<file path="config.mk">
export PLATFORM = sky130hd
export DESIGN_NAME = kary_reduction_tree_index
export DESIGN_NICKNAME = d
export VERILOG_FILES = /design/src/rtl/kri_pkg.sv /design/src/rtl/kri_serial_div.sv /design/src/rtl/kary_reduction_tree_index.sv
export SDC_FILE = /design/constraint.sdc
export NUM_CORES = 2
export LEC_CHECK = 0
export ABC_AREA = 1
export BUFFER_PORTS_ARGS = -buffer_cell sky130_fd_sc_hd__buf_2
export CAP_MARGIN = 10
export CORE_MARGIN = 5
export CORE_UTILIZATION = 50
export CTS_BUF_LIST = sky130_fd_sc_hd__clkbuf_4
export CTS_CLUSTER_DIAMETER = 50
export DETAILED_ROUTE_END_ITERATION = 16
export PLACE_DENSITY = 0.74
export SYNTH_ARGS = -nofsm -noshare
export SYNTH_HDL_FRONTEND = slang
export SYNTH_SLANG_ARGS = --single-unit
</file>
<file path="constraint.sdc">
create_clock -name clock -period 9.61 [get_ports clock]
set_input_delay 1.4415 -clock clock [delete_from_list [all_inputs] [get_ports clock]]
set_output_delay 1.4415 -clock clock [all_outputs]
set_load 0.01 [all_outputs]
</file>
<file path="src/rtl/kri_pkg.sv">
// ----------------------------------------------------------------------------
// kri_pkg: shared types and constants of the reduction tree index unit
// Field widths, status and register codes, and the divider request/response.
// ----------------------------------------------------------------------------
package kri_pkg;

   localparam int ID_W    = 21;
   localparam int START_W = 22;
   localparam int FAN_W   = 7;
   localparam int LVL_W   = 5;
   localparam int CSR_W   = 1;

   localparam logic [20:0] LEAF_MAX = 21'd1048576;

   localparam logic [1:0] STATUS_VALID = 2'd0;
   localparam logic [1:0] STATUS_NONE  = 2'd1;
   localparam logic [1:0] STATUS_RANGE = 2'd2;

   localparam logic [CSR_W-1:0] CSR_LEAF_COUNT = 1'd0;
   localparam logic [CSR_W-1:0] CSR_FAN_IN     = 1'd1;

   typedef struct packed {
      logic            go;
      logic [ID_W-1:0] dividend;
      logic [FAN_W-1:0] divisor;
   } div_req_type;

   typedef struct packed {
      logic            done;
      logic [ID_W-1:0] quotient;
   } div_rsp_type;

endpackage

</file>
<file path="src/rtl/kri_serial_div.sv">
// ----------------------------------------------------------------------------
// kri_serial_div: bit-serial restoring divider
// Divides a node count or offset by the fan-in, one quotient bit per cycle.
// ----------------------------------------------------------------------------
module kri_serial_div (
   input  logic                 clock,
   input  logic                 reset,
   input  kri_pkg::div_req_type req,
   output kri_pkg::div_rsp_type rsp
);
   import kri_pkg::*;

   localparam int CNT_W = $clog2(ID_W);

   logic [ID_W-1:0]  quo_ff;
   logic [FAN_W-1:0] rem_ff;
   logic [FAN_W-1:0] div_ff;
   logic [CNT_W-1:0] cnt_ff;
   logic             run_ff;
   logic             done_ff;

   logic [FAN_W:0]   trial;
   logic             take;
   logic [FAN_W-1:0] rem_in;

   always_comb begin
      trial  = {rem_ff, quo_ff[ID_W-1]};
      take   = trial >= {1'b0, div_ff};
      rem_in = take ? FAN_W'(trial - {1'b0, div_ff}) : trial[FAN_W-1:0];
   end

   always_ff @(posedge clock) begin
      if (reset) begin
         run_ff  <= 1'b0;
         done_ff <= 1'b0;
         cnt_ff  <= '0;
      end else begin
         done_ff <= 1'b0;
         if (req.go) begin
            quo_ff <= req.dividend;
            div_ff <= req.divisor;
            rem_ff <= '0;
            cnt_ff <= '0;
            run_ff <= 1'b1;
         end else if (run_ff) begin
            quo_ff <= {quo_ff[ID_W-2:0], take};
            rem_ff <= rem_in;
            cnt_ff <= cnt_ff + CNT_W'(1);
            if (cnt_ff == CNT_W'(ID_W - 1)) begin
               run_ff  <= 1'b0;
               done_ff <= 1'b1;
            end
         end
      end
   end

   assign rsp.done     = done_ff;
   assign rsp.quotient = quo_ff;

endmodule

</file>
<file path="src/rtl/kary_reduction_tree_index.sv">
// ----------------------------------------------------------------------------
// kary_reduction_tree_index: parent and child ids of a k-ary reduction tree
// Builds per-level size and start tables from the leaf count and fan-in,
// then answers parent or children queries for a global node id.
// ----------------------------------------------------------------------------
// Usage:
// An item (req_kind, req_node_id) is taken at a clock edge with start high
// and busy low. Results appear on the rsp_ ports for one cycle each, marked
// by rsp_strobe; rsp_last marks the final one. The receiver cannot stall.
// A csr_write_en pulse writes leaf_count (index 0) or fan_in (index 1) and
// starts a table rebuild; busy stays high until it ends. A rebuild stores
// the size and start of each level in S_BUILD_STORE, and between levels
// the bit-serial divider (one quotient bit per cycle) gives the next size
// in S_BUILD_DIV. Reset loads one leaf and fan-in 2 and rebuilds. A query
// first checks the id in S_CHECK and answers STATUS_RANGE for an id beyond
// the tree; otherwise S_SEARCH finds the level of the node. A missing
// relative is answered from S_OFFSET, or from S_BOUND for an empty child
// range; a parent comes from S_PARENT after the divider. Children take the
// serial multiply (S_MUL) and bound (S_BOUND), then one per cycle in S_EMIT.
// The block works on one item at a time.
// ----------------------------------------------------------------------------
module kary_reduction_tree_index #(
   parameter int MAX_LEVELS = 21,
   parameter int MAX_FAN_IN = 64
) (
   input  logic                        clock,
   input  logic                        reset,
   input  logic                        start,
   output logic                        busy,
   input  logic                        req_kind,
   input  logic [kri_pkg::ID_W-1:0]    req_node_id,
   output logic                        rsp_strobe,
   output logic [kri_pkg::ID_W-1:0]    rsp_result_id,
   output logic [1:0]                  rsp_status,
   output logic [kri_pkg::LVL_W-1:0]   rsp_node_level,
   output logic                        rsp_last,
   input  logic                        csr_write_en,
   input  logic [kri_pkg::CSR_W-1:0]   csr_index,
   input  logic [kri_pkg::ID_W-1:0]    csr_wdata
);
   import kri_pkg::*;

   localparam int LW     = $clog2(MAX_LEVELS + 1);
   localparam int SW     = $clog2(MAX_LEVELS);
   localparam int MCNT_W = $clog2(FAN_W);

   typedef enum logic [3:0] {
      S_BUILD_INIT, S_BUILD_STORE, S_BUILD_DIV, S_IDLE, S_CHECK, S_SEARCH,
      S_OFFSET, S_PARENT, S_MUL, S_BOUND, S_EMIT
   } state_type;

   state_type          state_ff;
   logic [ID_W-1:0]    leaf_ff;
   logic [FAN_W-1:0]   fan_ff;
   logic [FAN_W-1:0]   eff_fan_ff;
   logic [ID_W-1:0]    size_ff;
   logic [START_W-1:0] acc_start_ff;
   logic [LW-1:0]      n_ff;
   logic [LW-1:0]      total_ff;
   logic [ID_W-1:0]    level_size_ff [MAX_LEVELS];
   logic [START_W-1:0] level_start_ff [MAX_LEVELS+1];
   logic               kind_ff;
   logic [ID_W-1:0]    id_ff;
   logic [LW-1:0]      lvl_ff;
   logic [ID_W-1:0]    mul_k_ff;
   logic [FAN_W-1:0]   mul_fan_ff;
   logic [MCNT_W-1:0]  mul_cnt_ff;
   logic [ID_W-1:0]    lo_ff;
   logic [ID_W-1:0]    hi_ff;
   logic               rsp_strobe_ff;
   logic [ID_W-1:0]    rsp_result_id_ff;
   logic [1:0]         rsp_status_ff;
   logic [LVL_W-1:0]   rsp_node_level_ff;
   logic               rsp_last_ff;

   div_req_type        div_req;
   div_rsp_type        div_rsp;

   logic [ID_W-1:0]    leaf_sat;
   logic [FAN_W-1:0]   fan_sat;
   logic [LW-1:0]      lvl_p1;
   logic [LW-1:0]      lvl_m1;
   logic [LW-1:0]      start_addr;
   logic [START_W-1:0] start_rd;
   logic [ID_W-1:0]    size_rd;
   logic [START_W-1:0] acc_start_in;
   logic               build_last;
   logic [ID_W-1:0]    k_in;
   logic               parent_none;
   logic [START_W-1:0] bound_sum;
   logic [ID_W-1:0]    hi_in;
   logic               emit_last;

   kri_serial_div u_div (
      .clock (clock),
      .reset (reset),
      .req   (div_req),
      .rsp   (div_rsp)
   );

   always_comb begin
      if (leaf_ff == '0) begin
         leaf_sat = ID_W'(1);
      end else if (leaf_ff > LEAF_MAX) begin
         leaf_sat = LEAF_MAX;
      end else begin
         leaf_sat = leaf_ff;
      end
      if (fan_ff < FAN_W'(2)) begin
         fan_sat = FAN_W'(2);
      end else if (fan_ff > FAN_W'(MAX_FAN_IN)) begin
         fan_sat = FAN_W'(MAX_FAN_IN);
      end else begin
         fan_sat = fan_ff;
      end

      lvl_p1 = lvl_ff + LW'(1);
      lvl_m1 = lvl_ff - LW'(1);
      unique case (state_ff)
         S_CHECK:            start_addr = total_ff;
         S_SEARCH, S_PARENT: start_addr = lvl_p1;
         S_OFFSET:           start_addr = lvl_ff;
         default:            start_addr = lvl_m1;
      endcase
      start_rd = level_start_ff[start_addr];
      size_rd  = level_size_ff[lvl_m1[SW-1:0]];

      acc_start_in = acc_start_ff + START_W'(size_ff);
      build_last   = (size_ff <= ID_W'(1)) || (n_ff == LW'(MAX_LEVELS - 1));
      k_in         = ID_W'({1'b0, id_ff} - start_rd);
      parent_none  = !(lvl_p1 < total_ff);

      bound_sum = START_W'(lo_ff) + START_W'(eff_fan_ff);
      hi_in     = (bound_sum > START_W'(size_rd)) ? size_rd : ID_W'(bound_sum);
      emit_last = ID_W'(lo_ff + ID_W'(1)) == hi_ff;

      div_req.go       = 1'b0;
      div_req.dividend = k_in;
      div_req.divisor  = eff_fan_ff;
      if (state_ff == S_BUILD_STORE) begin
         div_req.go       = !build_last;
         div_req.dividend = size_ff + ID_W'(eff_fan_ff) - ID_W'(1);
      end else if (state_ff == S_OFFSET) begin
         div_req.go = !kind_ff && !parent_none;
      end
   end

   always_ff @(posedge clock) begin
      if (reset) begin
         state_ff      <= S_BUILD_INIT;
         leaf_ff       <= ID_W'(1);
         fan_ff        <= FAN_W'(2);
         rsp_strobe_ff <= 1'b0;
      end else if (csr_write_en) begin
         rsp_strobe_ff <= 1'b0;
         if (csr_index == CSR_LEAF_COUNT) begin
            leaf_ff <= csr_wdata;
         end else begin
            fan_ff <= csr_wdata[FAN_W-1:0];
         end
         state_ff <= S_BUILD_INIT;
      end else begin
         rsp_strobe_ff <= 1'b0;
         unique case (state_ff)
            S_BUILD_INIT: begin
               size_ff           <= leaf_sat;
               eff_fan_ff        <= fan_sat;
               n_ff              <= '0;
               acc_start_ff      <= '0;
               level_start_ff[0] <= '0;
               state_ff          <= S_BUILD_STORE;
            end
            S_BUILD_STORE: begin
               level_size_ff[n_ff[SW-1:0]]  <= size_ff;
               level_start_ff[n_ff + LW'(1)] <= acc_start_in;
               acc_start_ff                  <= acc_start_in;
               n_ff                          <= n_ff + LW'(1);
               if (build_last) begin
                  total_ff <= n_ff + LW'(1);
                  state_ff <= S_IDLE;
               end else begin
                  state_ff <= S_BUILD_DIV;
               end
            end
            S_BUILD_DIV: begin
               if (div_rsp.done) begin
                  size_ff  <= div_rsp.quotient;
                  state_ff <= S_BUILD_STORE;
               end
            end
            S_IDLE: begin
               if (start) begin
                  kind_ff  <= req_kind;
                  id_ff    <= req_node_id;
                  state_ff <= S_CHECK;
               end
            end
            S_CHECK: begin
               lvl_ff <= '0;
               if ({1'b0, id_ff} >= start_rd) begin
                  rsp_strobe_ff     <= 1'b1;
                  rsp_result_id_ff  <= '0;
                  rsp_status_ff     <= STATUS_RANGE;
                  rsp_node_level_ff <= '0;
                  rsp_last_ff       <= 1'b1;
                  state_ff          <= S_IDLE;
               end else begin
                  state_ff <= S_SEARCH;
               end
            end
            S_SEARCH: begin
               if (lvl_p1 < total_ff && {1'b0, id_ff} >= start_rd) begin
                  lvl_ff <= lvl_p1;
               end else begin
                  state_ff <= S_OFFSET;
               end
            end
            S_OFFSET: begin
               mul_k_ff          <= k_in;
               mul_fan_ff        <= eff_fan_ff;
               mul_cnt_ff        <= '0;
               lo_ff             <= '0;
               rsp_node_level_ff <= LVL_W'(lvl_ff);
               if (!kind_ff) begin
                  if (parent_none) begin
                     rsp_strobe_ff    <= 1'b1;
                     rsp_result_id_ff <= '0;
                     rsp_status_ff    <= STATUS_NONE;
                     rsp_last_ff      <= 1'b1;
                     state_ff         <= S_IDLE;
                  end else begin
                     state_ff <= S_PARENT;
                  end
               end else if (lvl_ff == '0) begin
                  rsp_strobe_ff    <= 1'b1;
                  rsp_result_id_ff <= '0;
                  rsp_status_ff    <= STATUS_NONE;
                  rsp_last_ff      <= 1'b1;
                  state_ff         <= S_IDLE;
               end else begin
                  state_ff <= S_MUL;
               end
            end
            S_PARENT: begin
               if (div_rsp.done) begin
                  rsp_strobe_ff    <= 1'b1;
                  rsp_result_id_ff <= ID_W'(start_rd + START_W'(div_rsp.quotient));
                  rsp_status_ff    <= STATUS_VALID;
                  rsp_last_ff      <= 1'b1;
                  state_ff         <= S_IDLE;
               end
            end
            S_MUL: begin
               if (mul_fan_ff[0]) begin
                  lo_ff <= lo_ff + mul_k_ff;
               end
               mul_k_ff   <= {mul_k_ff[ID_W-2:0], 1'b0};
               mul_fan_ff <= {1'b0, mul_fan_ff[FAN_W-1:1]};
               mul_cnt_ff <= mul_cnt_ff + MCNT_W'(1);
               if (mul_cnt_ff == MCNT_W'(FAN_W - 1)) begin
                  state_ff <= S_BOUND;
               end
            end
            S_BOUND: begin
               hi_ff <= hi_in;
               if (lo_ff >= hi_in) begin
                  rsp_strobe_ff    <= 1'b1;
                  rsp_result_id_ff <= '0;
                  rsp_status_ff    <= STATUS_NONE;
                  rsp_last_ff      <= 1'b1;
                  state_ff         <= S_IDLE;
               end else begin
                  state_ff <= S_EMIT;
               end
            end
            S_EMIT: begin
               rsp_strobe_ff    <= 1'b1;
               rsp_result_id_ff <= ID_W'(start_rd + START_W'(lo_ff));
               rsp_status_ff    <= STATUS_VALID;
               rsp_last_ff      <= emit_last;
               lo_ff            <= lo_ff + ID_W'(1);
               if (emit_last) begin
                  state_ff <= S_IDLE;
               end
            end
            default: begin
               state_ff <= S_BUILD_INIT;
            end
         endcase
      end
   end

   assign busy           = (state_ff != S_IDLE) || csr_write_en;
   assign rsp_strobe     = rsp_strobe_ff;
   assign rsp_result_id  = rsp_result_id_ff;
   assign rsp_status     = rsp_status_ff;
   assign rsp_node_level = rsp_node_level_ff;
   assign rsp_last       = rsp_last_ff;

endmodule

</file>
# --- Word-level counts from Yosys, hierarchy flattened ---
# Memory sizes are Yosys's and may differ from the RTL's.
# Cells that the tools add are included.
op_classes:
  mux: 81
  bitwise_logic: 4
  n_eq_ne: 27
  n_lt_le_gt_ge: 9
  n_addsub: 15
  reduce_logical: 39
op_table:
  columns: ["cell", "n"]
  rows:
  - ["2-to-1 mux 21 bit", 14]
  - ["case mux 21 bit (5 select lines)", 1]
  - ["case mux 21 bit (2 select lines)", 2]
  - ["adder 21 bit", 3]
  - ["case mux 21 bit (3 select lines)", 1]
  - ["case mux 22 bit (2 select lines)", 1]
  - ["case mux 4 bit (11 select lines)", 1]
  - ["2-to-1 mux 4 bit", 9]
  - ["case mux 5 bit (2 select lines)", 3]
  - ["2-to-1 mux 1 bit", 28]
  - ["AND reduction 4 bit", 6]
  - ["adder 21 x 7 -> 22 bit", 1]
  - ["adder 22 x 21 -> 22 bit", 1]
  - [">= comparator 21 x 22 -> 1 bit", 1]
  - ["greater-than comparator 22 x 21 -> 1 bit", 1]
  - ["2-to-1 mux 22 bit", 1]
  - ["OR reduction 22 bit", 1]
  - ["adder 21 x 1 -> 21 bit (second input constant)", 1]
  - ["adder 21 x 7 -> 21 bit", 1]
  - ["equality test 21 bit", 1]
  - [">= comparator 21 bit", 1]
  - ["greater-than comparator 21 bit (second input constant)", 1]
  - ["less-or-equal comparator 21 x 1 -> 1 bit (second input constant)", 1]
  - ["logical NOT 21 bit", 1]
  - ["45 further kinds", 93]
totals:
  inputBits: 48
  wordCells: 205
  ff_bits: 264
  output_inout_bits: 31
  ram_bits: 925
  n_memories: 2
memory_table:
  columns: ["name", "depth", "width", "read_ports", "rd_ports_with_merged_regs", "wr", "line_no", "text"]
  rows:
  - ["level_start_ff", 22, 22, 1, 0, 1, "kary_reduction_tree_index.sv:61", "logic [START_W-1:0] level_start_ff [MAX_LEVELS+1];"]
  - ["level_size_ff", 21, 21, 1, 0, 1, "kary_reduction_tree_index.sv:60", "logic [ID_W-1:0] level_size_ff [MAX_LEVELS];"]

# --- Longest topological paths before layout ---
# An unclocked memory read counts as a cell.
depth:
  word_depth: 8
  ltp_mapped: 40
  depth_no_buf: 35

# --- Modules after synthesis ---
# Synthesis repeated with hierarchy kept, for this count alone.
unflattened:
  cells_unflattened: 5283
  area_unflattened_um2: 56671.9
by_module_without_submodules:
  columns: ["mod", "n_inst", "seq_area_each_um2", "area_per_inst_um2", "cells_each"]
  rows:
  - ["kary_reduction_tree_index", 1, 34112.7, 54482.3, 5025]
  - ["kri_serial_div", 1, 1191.1, 2189.6, 258]

# --- Least setup slack after synthesis ---
# Ideal clock, no wire load.
synth_path:
  kind: "register -> register"
  start: "register lvl_ff[0]"
  end: "register rsp_last_ff (netlist: rsp_last) (enable)"
  slack_ns: 2.684
  required_ns: 9.191
  t_arrival_ns: 6.506
  setup_time_ns: 0.419
  path_stages_with_launch: 34
  n_path_buf: 9
  synth_period_minus_slack_ns: 6.926
  cell_sequence: "edfxtp_1 -> buf_4 -> inv_2 -> buf_4 -> buf_2 -> buf_2 -> buf_2 -> ha_1 -> buf_2 -> inv_1 -> buf_2 -> clkbuf_1 -> a21oi_1 -> a221oi_1 -> inv_1 -> a22oi_1 -> inv_1 -> ha_1 -> nand2_1 -> nor4_1 -> nand3_1 -> nand3_1 -> nand2_2 -> buf_4 -> o21ai_1 -> inv_1 -> ha_1 -> inv_1 -> nor3_1 -> and3_1 -> nand3_1 -> nand4_1 -> nand2_1 -> a41oi_1"
synth_between:
  elab_chain_cells: 7
  elab_cells_between_ends: 16
  cone_classes: "add/sub: 2; order compare: 4; eq/ne: 4; mux: 2; reduce/logical: 2; memory: 2"
synth_rtl:
  columns: ["element", "line_no", "text"]
  rows:
  - ["from (decl)", "kary_reduction_tree_index.sv:64", "logic [LW-1:0] lvl_ff;"]
  - ["from (signal assigned)", "kary_reduction_tree_index.sv:213", "lvl_ff <= lvl_p1;"]
  - ["subtractor 5 x 1 -> 5 bit (*)", "kary_reduction_tree_index.sv:118", "lvl_m1 = lvl_ff - LW'(1);"]
  - ["net lvl_m1[0]", "kary_reduction_tree_index.sv:82", "logic [LW-1:0] lvl_m1;"]
  - ["memory read (21 x 21 bit) (*)", null, null]
  - ["greater-than comparator 22 x 21 -> 1 bit", "kary_reduction_tree_index.sv:134", "hi_in = (bound_sum > START_W'(size_rd)) ? size_rd : ID_W'(bound_sum);"]
  - ["2-to-1 mux 21 bit (*)", "kary_reduction_tree_index.sv:134", null]
  - ["net hi_in[18]", "kary_reduction_tree_index.sv:91", "logic [ID_W-1:0] hi_in;"]
  - [">= comparator 21 bit (*)", "kary_reduction_tree_index.sv:266", "if (lo_ff >= hi_in) begin"]
  - ["inequality test 2 bit (no source line) (*)", null, null]
  - ["AND reduction 8 bit (no source line) (*)", null, null]
  - ["to (signal assigned)", "kary_reduction_tree_index.sv:280", "rsp_last_ff <= emit_last;"]
  - ["to (decl)", "kary_reduction_tree_index.sv:74", "logic rsp_last_ff;"]
# Mark *: on every way through the listed nets, which the timed path passes. The rest lies on a longest branch.
# A chain may end at the register's enable or synchronous reset.

# --- Final worst setup path ---
layout_path:
  start: "register lvl_ff[0]"
  end: "register rsp_result_id_ff[12] (netlist: rsp_result_id[12]) (enable)"
layout_between:
  elab_cells_between_ends: 16
  cone_classes: "add/sub: 2; order compare: 4; eq/ne: 4; mux: 2; reduce/logical: 2; memory: 2"
layout_lines:
  columns: ["element", "line_no", "text"]
  rows:
  - ["adder 5 x 1 -> 5 bit (*)", "kary_reduction_tree_index.sv:117", "lvl_p1 = lvl_ff + LW'(1);"]
  - ["net lvl_p1[1]", "kary_reduction_tree_index.sv:81", "logic [LW-1:0] lvl_p1;"]
  - ["case mux 5 bit (3 select lines)", "kary_reduction_tree_index.sv:119", "unique case (state_ff)"]
  - ["memory read (22 x 22 bit)", null, null]
  - [">= comparator 21 x 22 -> 1 bit", "kary_reduction_tree_index.sv:200", "if ({1'b0, id_ff} >= start_rd) begin"]
  - ["inequality test 2 bit (no source line)", null, null]
  - ["AND reduction 8 bit (no source line) (*)", null, null]
  - ["to (signal assigned)", "kary_reduction_tree_index.sv:247", "rsp_result_id_ff <= ID_W'(start_rd + START_W'(div_rsp.quotient));"]
  - ["to (signal assigned)", "kary_reduction_tree_index.sv:278", "rsp_result_id_ff <= ID_W'(start_rd + START_W'(lo_ff));"]
  - ["to (decl)", "kary_reduction_tree_index.sv:71", "logic [ID_W-1:0] rsp_result_id_ff;"]
# Marks and branches as above.

==> flow_metrics.tcl <==
set metrics [dict create \
    yosys-top-cells-area "edfxtp_1 (61%), nor2_1 (5.4%), o21ai_0 (5.1%)" \
    cts.repair.resized 0 \
    antenna_found_initial 9 \
    crit_path_frequent_cell "nand4_1" \
    status "complete, no violations" \
    synth_compound_area_share_pct 13.2 \
    hold_viol_final 0 \
    nets 5716 \
    core_sq_um 112000 \
    synth_top_area_share_pct 61.2 \
    viasPerCell 5.81 \
    grt_pass1_wl_microns 237000 \
    grt-ovfl-total 0 \
    final_cell_mix "edfxtp_1 (1149), nor2_1 (771), nand2_1 (645), o21ai_0 (573), clkbuf_4 (445)" \
    synth_edf_count 1149 \
    final_layout_size_suffix_gt1_share_pct 14.6 \
    cts_buffers 320 \
    syn2layout_area_growth_pct 10.9 \
    async_reset_ff_share_pct 0 \
    mappedNetlistArea_sq_um 56400 \
    drtPass1Iterations 6 \
    synth_seq_area_share_pct 62.6 \
    cts_hold_buffers 0 \
    cp_slowest_stage_delay_ns 0.92 \
    fp.dieH_microns 346 \
    ant_nets 0 \
    ys.flop_type "edfxtp_1" \
    layout_min_cycle_time_ns 7.91 \
    holdCritPathClass "input pin to flip-flop" \
    start_util_pct 50.2 \
    synth-xor-area-share_pct 1.54 \
    ir_drop_mv 0.154 \
    worst_slack_ns 1.70 \
    synth.distinct_cells 72 \
    cp_data_required_time_ns 10.35 \
    h-tree-depth 5 \
    drc_errors 0 \
    syn_inst 5202 \
    synth-seq-cells 1189 \
    arrival_ns 8.65 \
    drv_cap 0 \
    final_common_cell "edfxtp_1" \
    fmax_mhz 126 \
    leakage_nw 23.2 \
    vias 41800 \
    critPathSlowestCell "a41oi_4" \
    cts_tree "done" \
    grt_pass1_vias 40400 \
    io_buffers 78 \
    fin_skew_ns 0.119 \
    relSlewSlack_pct 18.4 \
    dp_hpwl_microns 99900 \
    groute.usage.overall_pct 25.6 \
    setup_viol 0 \
    gp_congestion 0.970 \
    worst_pin_slew_ns 1.22 \
    synthSimpleGateAreaFrac_pct 13.4 \
    crit_fanout 55 \
    clk_latency_ns 1.23 \
    p_per_area_nw_per_um2 178 \
    chipWidth_microns 346 \
    period_share_pct 82.3 \
    synth_area_per_cell_sq_um 10.8 \
    final_area_sq_um 62600 \
    start_kind "flip-flop" \
    fin_total_pwr_w 0.0111 \
    crit_chain "inv_6, ha_4, inv_2, buf_4, buf_4, a21oi_1, a221oi_1, inv_1, a22oi_1, inv_1, ha_1, nand2_1, nor4_1, nand4_1, nand2_2, o21ai_0, ha_1, nand4_1, nor4_1, nand3_1, nand4_1, nand2_1, a41oi_4" \
    ys_warn_count 0 \
    setup_tns_ns 0 \
    wl_per_cell_microns 21.9 \
    io_pins 79 \
    clock-root-buffer "clkbuf_4" \
    synthMuxAreaShare_pct 0 \
    synth.largest_area_cell "edfxtp_1" \
    rsz0062_at_grt "false" \
    clkSlewWorstSetupHoldPaths_ns 0.07 \
    placed_area_sq_um 58600 \
    cts_sinks 1189 \
    path_class "flip-flop to flip-flop" \
    grt_max_degree 216 \
    synth_adder_area_share_pct 4.57 \
    drt_wl_total_microns 157000 \
    preCtsSetupSlack_ns 1.81 \
    synth_nets 5452 \
    clk_path_buf_depth 4 \
    postCtsSetupBuffers 0 \
    fp.dieArea_sq_um 120000 \
    row_count 123 \
    synth_top_family_by_area "simple AND/OR/NAND/NOR gates" \
    drtIter0Drc 4964 \
    drv_slew 0 \
    crit_path_end_kind "flip-flop" \
]
-- registers in the layout, summed over array words and instances (netlist names), 21 cells and up --
register and count:
leaf_ff 21, rsp_result_id 21, acc_start_ff 22, hi_ff 21, lo_ff 21, id_ff 21
mul_k_ff 21, level_size_ff 441, u_div.quo_ff 21, level_start_ff 484, size_ff 21
-- layout make-up --
cell class / count / area, sq um
Clock buffer: 445 / 3340
Antenna cell: 5 / 12.5
Fill cell: 9561 / 49800
Multi-Input combinational cell: 3376 / 18700
Sequential cell: 1189 / 35300
Clock inverter: 99 / 613
Inverter: 396 / 1500
Timing Repair Buffer: 183 / 1260
Tap cell: 1500 / 1880
-- metal layers --
metal | track usage (%) | vias to the layer above | part of all wire, %
met5 | 0 | - | 0.020
met4 | 9.24 | 4 | 3.1
met3 | 5.92 | 315 | 11
met2 | 40.9 | 2185 | 46
met1 | 34.6 | 20000 | 40
li1 | - | 19300 | -
-- per-stage QoR --
step	std cells	hold slack, ns	utilization (%)
floorplan	5202	0.444	-
global placement	6642	0.463	52.1
detailed placement	6642	0.473	52.1
CTS	7186	0.361	55.7
global route	7192	0.405	55.7
finish	7193	0.453	55.7
-- final timing paths --
| path | startpoint | endpoint | slack, ns | cells past startpoint |
|---|---|---|---|---|
| worst min-delay path | req_node_id[4] | id_ff[4]$_DFFE_PP_ | 0.45 | 1 |
| worst max register to register | lvl_ff[0]$_SDFFCE_PN0P_ | rsp_result_id[12]$_SDFFCE_PP0P_ | 1.70 | 23 |
| worst max-delay path | lvl_ff[0]$_SDFFCE_PN0P_ | rsp_result_id[12]$_SDFFCE_PP0P_ | 1.70 | 23 |
| worst min register to register | fan_ff[5]$_SDFFE_PP0P_ | fan_ff[5]$_SDFFE_PP0P_ | 0.49 | 2 |
-- synthesized netlist by cell type (10+ instances only) --
library cell and number:
a211oi_1 11, a21o_1 10, a21oi_1 239, a221oi_1 15, a31oi_1 26, a32o_1 22
buf_2 88, buf_4 20, buf_6 12, clkbuf_1 102, dfxtp_1 40, edfxtp_1 1149
ha_1 195, inv_1 364, inv_2 29, nand2_1 645, nand2_2 14, nand3_1 181
nand3b_1 10, nand4_1 36, nor2_1 817, nor3_1 38, nor4_1 21, o211ai_1 141
o21ai_0 574, o21ai_1 35, o21ai_2 19, o21bai_1 34, o221ai_1 40, o22ai_1 55
or2_2 20, xnor2_1 33, xor2_1 62
-- cell families after synthesis --
kind of cell             count (synthesis)
AND/OR/NAND/NOR                       1817
AO/OA/AOI/OAI                         1260
flip-flops                            1189
buffers and inverters                  637
adder cells (fa/ha/maj)                202
XOR/XNOR                                97
-- report_power, final --
| group | switching (W) | internal (W) |
|---|---|---|
| Sequential | 0.0000693 | 0.00574 |
| Combinational | 0.000629 | 0.000281 |
| Clock | 0.00204 | 0.00235 |
| Total | 0.00274 | 0.00837 |
-- critical path: cells and delay by family (launching register included) --
family | cells | cell delay, ns
simple gates | 9 | 2.25
fa+ha+maj | 3 | 1.07
buf+inv | 6 | 1.84
flops | 1 | 0.48
compound gates | 5 | 1.74
No activity file was read; power rests on OpenSTA's default activity.
